--- src/lzss_pkg.sv ---
`timescale 1ns / 1ps
// ----------------------------------------------------------------------------
// LZSS compressor package
// Shared constants, request types and memory word types of the compressor.
// ----------------------------------------------------------------------------
package lzss_pkg;

  localparam int WIN_SIZE  = 1024;
  localparam int MAX_MATCH = 66;
  localparam int MIN_CODED = 2;
  localparam int MEM_DEPTH = 2048;

  localparam logic [10:0] NODE_NONE    = 11'(WIN_SIZE);
  localparam logic [10:0] ROOT_BASE    = 11'(WIN_SIZE + 1);
  localparam logic [10:0] MIRROR_BASE  = 11'(WIN_SIZE);
  localparam logic [10:0] CLR_LAST     = 11'(MEM_DEPTH - 1);
  localparam logic [9:0]  CUR_START    = 10'(WIN_SIZE - MAX_MATCH);
  localparam logic [9:0]  MIRROR_LIMIT = 10'(MAX_MATCH - 1);
  localparam logic [6:0]  LEN_FULL     = 7'(MAX_MATCH);
  localparam logic [6:0]  CMP_LAST     = 7'(MAX_MATCH - 1);
  localparam logic [6:0]  LEN_CODED    = 7'(MIN_CODED);
  localparam logic [6:0]  LEN_BIAS     = 7'(MIN_CODED + 1);
  localparam logic [3:0]  UNITS_FULL   = 4'd8;

  typedef logic [10:0] node_t;

  typedef struct packed {
    node_t parent;
    node_t left;
    node_t right;
  } link_t;

  typedef struct packed {
    logic parent;
    logic left;
    logic right;
  } link_we_t;

  typedef struct packed {
    logic [7:0] data_byte;
    logic       final_byte;
  } src_t;

  typedef struct packed {
    logic [7:0]  flag_byte;
    logic [63:0] payload_low;
    logic [63:0] payload_high;
    logic [4:0]  payload_count;
    logic        stream_done;
  } grp_t;

  typedef struct packed {
    logic       clear;
    logic       put_lit;
    logic       put_pair;
    logic [7:0] b0;
    logic [7:0] b1;
  } pack_cmd_t;

  typedef struct packed {
    logic [7:0]  flags;
    logic [63:0] bytes_lo;
    logic [63:0] bytes_hi;
    logic [4:0]  fill;
    logic        full;
  } pack_grp_t;

endpackage

--- src/lzss_group_pack.sv ---
`timescale 1ns / 1ps
// ----------------------------------------------------------------------------
// LZSS group packer
// Collects literal and match units into a flag byte and up to 16 payload bytes.
// ----------------------------------------------------------------------------
module lzss_group_pack (
  input  logic                clk,
  input  logic                rst,
  input  lzss_pkg::pack_cmd_t cmd,
  output lzss_pkg::pack_grp_t grp
);

  logic [7:0] bytes [16];
  logic [7:0] flags;
  logic [4:0] fill;
  logic [3:0] units;
  logic [3:0] idx;
  logic [3:0] idx_nx;

  assign idx    = fill[3:0];
  assign idx_nx = idx + 4'd1;

  always_ff @(posedge clk) begin
    if (rst) begin
      flags <= '0;
      fill  <= '0;
      units <= '0;
    end else if (cmd.clear) begin
      flags <= '0;
      fill  <= '0;
      units <= '0;
    end else if (cmd.put_lit) begin
      flags[units[2:0]] <= 1'b1;
      fill  <= fill + 5'd1;
      units <= units + 4'd1;
    end else if (cmd.put_pair) begin
      fill  <= fill + 5'd2;
      units <= units + 4'd1;
    end
  end

  always_ff @(posedge clk) begin
    if (cmd.clear) begin
      for (int j = 0; j < 16; j++) begin
        bytes[j] <= '0;
      end
    end else if (cmd.put_lit) begin
      bytes[idx] <= cmd.b0;
    end else if (cmd.put_pair) begin
      bytes[idx]    <= cmd.b0;
      bytes[idx_nx] <= cmd.b1;
    end
  end

  always_comb begin
    for (int j = 0; j < 8; j++) begin
      grp.bytes_lo[8*j +: 8] = bytes[j];
      grp.bytes_hi[8*j +: 8] = bytes[j + 8];
    end
    grp.flags = flags;
    grp.fill  = fill;
    grp.full  = (units == lzss_pkg::UNITS_FULL);
  end

endmodule

--- config.mk ---
export PLATFORM = sky130hd
export DESIGN_NAME = lzss_group_pack
export DESIGN_NICKNAME = d
export VERILOG_FILES = /design/src/lzss_pkg.sv /design/src/lzss_group_pack.sv
export SDC_FILE = /design/constraint.sdc
export NUM_CORES = 1
export LEC_CHECK = 0
export ABC_AREA = 1
export ABC_CLOCK_PERIOD_IN_PS = 2300
export BUFFER_PORTS_ARGS = -buffer_cell sky130_fd_sc_hd__clkbuf_2
export CORE_MARGIN = 8
export CORE_UTILIZATION = 50
export CTS_BUF_LIST = sky130_fd_sc_hd__clkbuf_16
export DETAILED_ROUTE_END_ITERATION = 8
export GPL_ROUTABILITY_DRIVEN = 0
export PLACE_DENSITY = 0.71
export REMOVE_ABC_BUFFERS = 1
export SYNTH_ARGS = -nofsm -noshare
export SYNTH_HDL_FRONTEND = slang
export SYNTH_SLANG_ARGS = --single-unit
--- constraint.sdc ---
create_clock -name clk -period 2.3 [get_ports clk]
set_input_delay 0.46 -clock clk [delete_from_list [all_inputs] [get_ports clk]]
set_output_delay 0.46 -clock clk [all_outputs]
set_load 0.01 [all_outputs]
== Word level (Yosys, flattened, before mapping) ==
Memories as Yosys holds them, arrays and structs flattened.
Cells that the tools add are included.

* Memories: 1
* Input bits: 21
* Memory bits (writable): 128
* Output and inout port bits: 142
* Word-level logic and storage cells: 40
* Register bits after elaboration: 17

{| class="wikitable"
|+ Memory list
! name !! depth !! width !! read ports !! clocked after Yosys merged registers in !! write ports !! line !! RTL
|-
| bytes || 16 || 8 || 16 || 0 || 16 || lzss_group_pack.sv:13 || <nowiki>logic [7:0] bytes [16];</nowiki>
|}

* Reduce and logical (&&, ||, !) cells: 5
* Muxes and demuxes: 22
* Add/subtract/negate cells: 4
* Equality and inequality tests: 1
* Bitwise operators: 2
* Order comparisons: 2

{| class="wikitable"
|+ Operator list
! cell !! number
|-
| $mux W8 || 3
|-
| $mux W4 || 4
|-
| $reduce_or A8 Y1 || 2
|-
| $mux W1 || 12
|-
| $mux W5 || 2
|-
| $add A4 B1 Y4 const B || 2
|-
| $or A8 B8 Y8 || 1
|-
| $add A5 B1 Y5 const B || 1
|-
| $add A5 B2 Y5 const B || 1
|-
| $eq A4 B4 Y1 const B || 1
|-
| $lt A3 B4 Y1 const B || 1
|-
| $demux W1 S3 || 1
|-
| $ge A3 B1 Y1 const B || 1
|-
| $reduce_bool A2 Y1 || 1
|-
| $reduce_or A2 Y1 || 1
|-
| $logic_and A1 B1 Y1 || 1
|-
| $or A1 B1 Y1 || 1
|}

== Longest topological paths before layout ==
* Word-level depth: 7
* Depth in mapped cells: 8
* Gate-level depth less buffers: 8

== Worst setup path after synthesis ==
OpenSTA, ideal clock, no wires.

* Path kind: register to register
* Start: register fill[0]
* End: memory bytes[12][0], enable pin
* Setup slack: 276 ps
* Data required time: 1971 ps
* Clock period less this slack: 2024 ps
* Buffers on the path: 1
* Library setup time: 329 ps
* Stages on the path, launching flop included: 9
* Arrival time: 1695 ps
* Cell sequence: dfxtp_1 ha_1 inv_2 nand2_1 nand2_4 nor2_4 buf_4 nand2_1 nand2_1

{| class="wikitable"
|+ RTL lines
! element !! line !! RTL
|-
| start: declaration || lzss_group_pack.sv:15 || <nowiki>logic [4:0] fill;</nowiki>
|-
| start signal: assignment || lzss_group_pack.sv:34 || <nowiki>fill <= fill + 5'd1;</nowiki>
|-
| start signal: assignment || lzss_group_pack.sv:37 || <nowiki>fill <= fill + 5'd2;</nowiki>
|-
| end: declaration || lzss_group_pack.sv:13 ||
|}

==> impl_metrics.tcl <==
set metrics [dict create \
    grt-ovfl-total 0 \
    core_um2 14400 \
    slew_headroom_pct 61.2 \
    synthMuxAreaShare_pct 0 \
    port-buffer-count 162 \
    synth_top_family_by_area "simple AND/OR/NAND/NOR gates" \
    wl_per_cell_um 17.7 \
    cts.clk_slew.worst_paths_ns 0.06 \
    max_freq_mhz 469 \
    maxSlewViolCount 0 \
    yosysUniqueCellTypes 23 \
    power_density_nw_per_um2 688 \
    synth_seq_cells 145 \
    area_growth_pct 23.2 \
    numCtsBuffers 17 \
    synth_compound_area_share_pct 1.28 \
    synth_top_area_cell "edfxtp_1" \
    hold_viol 0 \
    grt_pass1_wl_um 32800 \
    routed.top_layer "met4" \
    met2_length_um 10200 \
    drc 0 \
    min_period_ns 2.13 \
    p_int_mw 4.77 \
    synth_top_area_share_pct 52.5 \
    synthTopCellsByArea "edfxtp_1 (52%), nand2_1 (17%), nand3_1 (7.4%)" \
    crit_type "reg -> reg" \
    power_frac_comb_pct 7.6 \
    vdd_drop_max_mv 0.507 \
    cts_setup_buffers 0 \
    status "finished, final reports clean" \
    rows 44 \
    synth_warnings 0 \
    drive_gt1_share_pct 27.0 \
    synthAdderAreaFrac_pct 1.20 \
    worst_setup_path_start_kind "register" \
    ios 163 \
    min_path_cells 3 \
    clkPwrFrac_pct 44.0 \
    arrival_ns 2.22 \
    synth_cells 833 \
    fin_total_pwr_mw 6.21 \
    die_area_um2 18800 \
    nNetsFinal 1035 \
    postCtsHoldBufs 0 \
    cap_violations 0 \
    sw_frac_of_total_pct 23.2 \
    clock_sinks 145 \
    antenna_found_initial 0 \
    clk_path_buf_depth 2 \
    period_share_pct 92.8 \
    syn_area_per_cell_um2 8.80 \
    min_path_type "in -> reg" \
    p_seq_share_pct 48.3 \
    tns_ns 0 \
    critPathMaxFanout 9 \
    via_per_inst 5.34 \
    yosys.area_share.simple_pct 35.9 \
    setup_viol 0 \
    track_usage_pct 23.1 \
    cts-resized-gates 0 \
    die_h_um 137 \
    p_switching_mw 1.44 \
    dr_wl_met3_um 2390 \
    dp_hpwl_um 14700 \
    first_pass_iters 6 \
    r2r_cells 7 \
    cts-root-buf "clkbuf_16" \
    grt_setup_unrepaired "no" \
    h-tree-depth 4 \
    cts_tree "done" \
    clkLatencyLatePin_ns 0.42 \
    tightest_slew_ns 0.582 \
    drt-met1-wl_um 7860 \
    chipWidth_um 137 \
    crit_path_end_kind "register" \
    diodes 0 \
    initialDrtViolationCount 798 \
    static-leakage-power_nw 4.35 \
    grt_max_degree 19 \
    ys_seq_area_share_pct 57.1 \
    grt_pass1_vias 6029 \
    skew_ns 0.00780 \
    syn-cell-area_um2 7330 \
    critical_path_required_ns 2.39 \
    vias 6427 \
    routed_wl_um 21300 \
    yosys.area_share.xor_xnor_pct 0 \
    drtAntennaViolNets 0 \
    start_util_pct 50.8 \
]
cell families after synthesis:
group	count (synthesis)
buffers and inverters	72
adders and majority gates	7
AOI/OAI and AO/OA	18
DFF	145
and+or+nand+nor	591
flip-flops by register name (all words and copies together), names as in the netlist:
register	count
bytes	128
fill	5
flags	8
units	4
synthesized netlist by cell type (all sizes together):
library cell,instances
a31oi,1
a21oi,14
clkbuf,24
o21ai,2
nor3,1
o21bai,1
inv,30
nand3,114
buf,18
nand2,351
ha,7
edfxtp,128
nor2,125
dfxtp,17
metal layers:
| metal | up-vias | global-route usage (%) |
|---|---|---|
| li1 | 3071 | - |
| met1 | 2886 | 27.1 |
| met2 | 392 | 38.5 |
| met3 | 78 | 5.95 |
| met4 | 0 | 11.7 |
| met5 | - | 0 |
worst max-delay path, cell delays in order, from the launching register on:
cell and delay, ns:
dfxtp_1 0.46, ha_1 0.26, nand2_1 0.09, nand2_1 0.08, nand2_2 0.19, nor2_4 0.24, nand2_2 0.16, nand3_1 0.31
cells in the final DEF (no fill, tap or decap), types with 5 or more instances in the layout:
cell / instances
a21oi_1: 14
buf_4: 34
clkbuf_16: 22
clkbuf_2: 162
dfxtp_1: 17
edfxtp_1: 128
ha_1: 7
inv_1: 29
inv_2: 6
nand2_1: 333
nand2_2: 14
nand3_1: 109
nor2_1: 103
nor2_2: 5
nor2_4: 13
metrics by stage:
stage	hold WS [ns]	cells	setup slack [ns]	utilization, %	instance area, um2
global placement	0.449	1172	0.269	58.4	8430
finish	0.381	1204	0.166	62.6	9030
floorplan	0.474	791	-0.0282	-	7110
detailed placement	0.463	1172	0.175	58.4	8430
CTS	0.365	1204	0.149	62.6	9030
global route	0.415	1204	0.0379	62.6	9030
cell type report:
class / instances / area (um2)
fillers: 1231 / 5390
well taps: 184 / 230
clock buffers: 22 / 551
flip-flops and latches: 145 / 4180
multi-input cells: 616 / 2820
clock inverters: 10 / 50.0
inverters: 30 / 113
repair buffers: 197 / 1090
power groups by stage:
stage	clock network (mW)	logic [mW]	registers, mW
after global placement	0	0.469	3.06
final	2.73	0.474	3.00
after floorplan	0	0.147	3.10
after detailed placement	0	0.472	3.06
after CTS	2.74	0.473	3.00
after global routing	2.84	0.508	3.01
path summary, 6_finish.rpt:
path	start	to	slack (ns)
setup / recovery	fill[1]	bytes[14][6]	0.17
hold / removal	cmd[17]	fill[1]	0.38
setup reg to reg	fill[1]	bytes[14][6]	0.17
hold reg to reg	flags[6]	flags[6]	0.47
No activity file was read; power rests on OpenSTA's default activity.
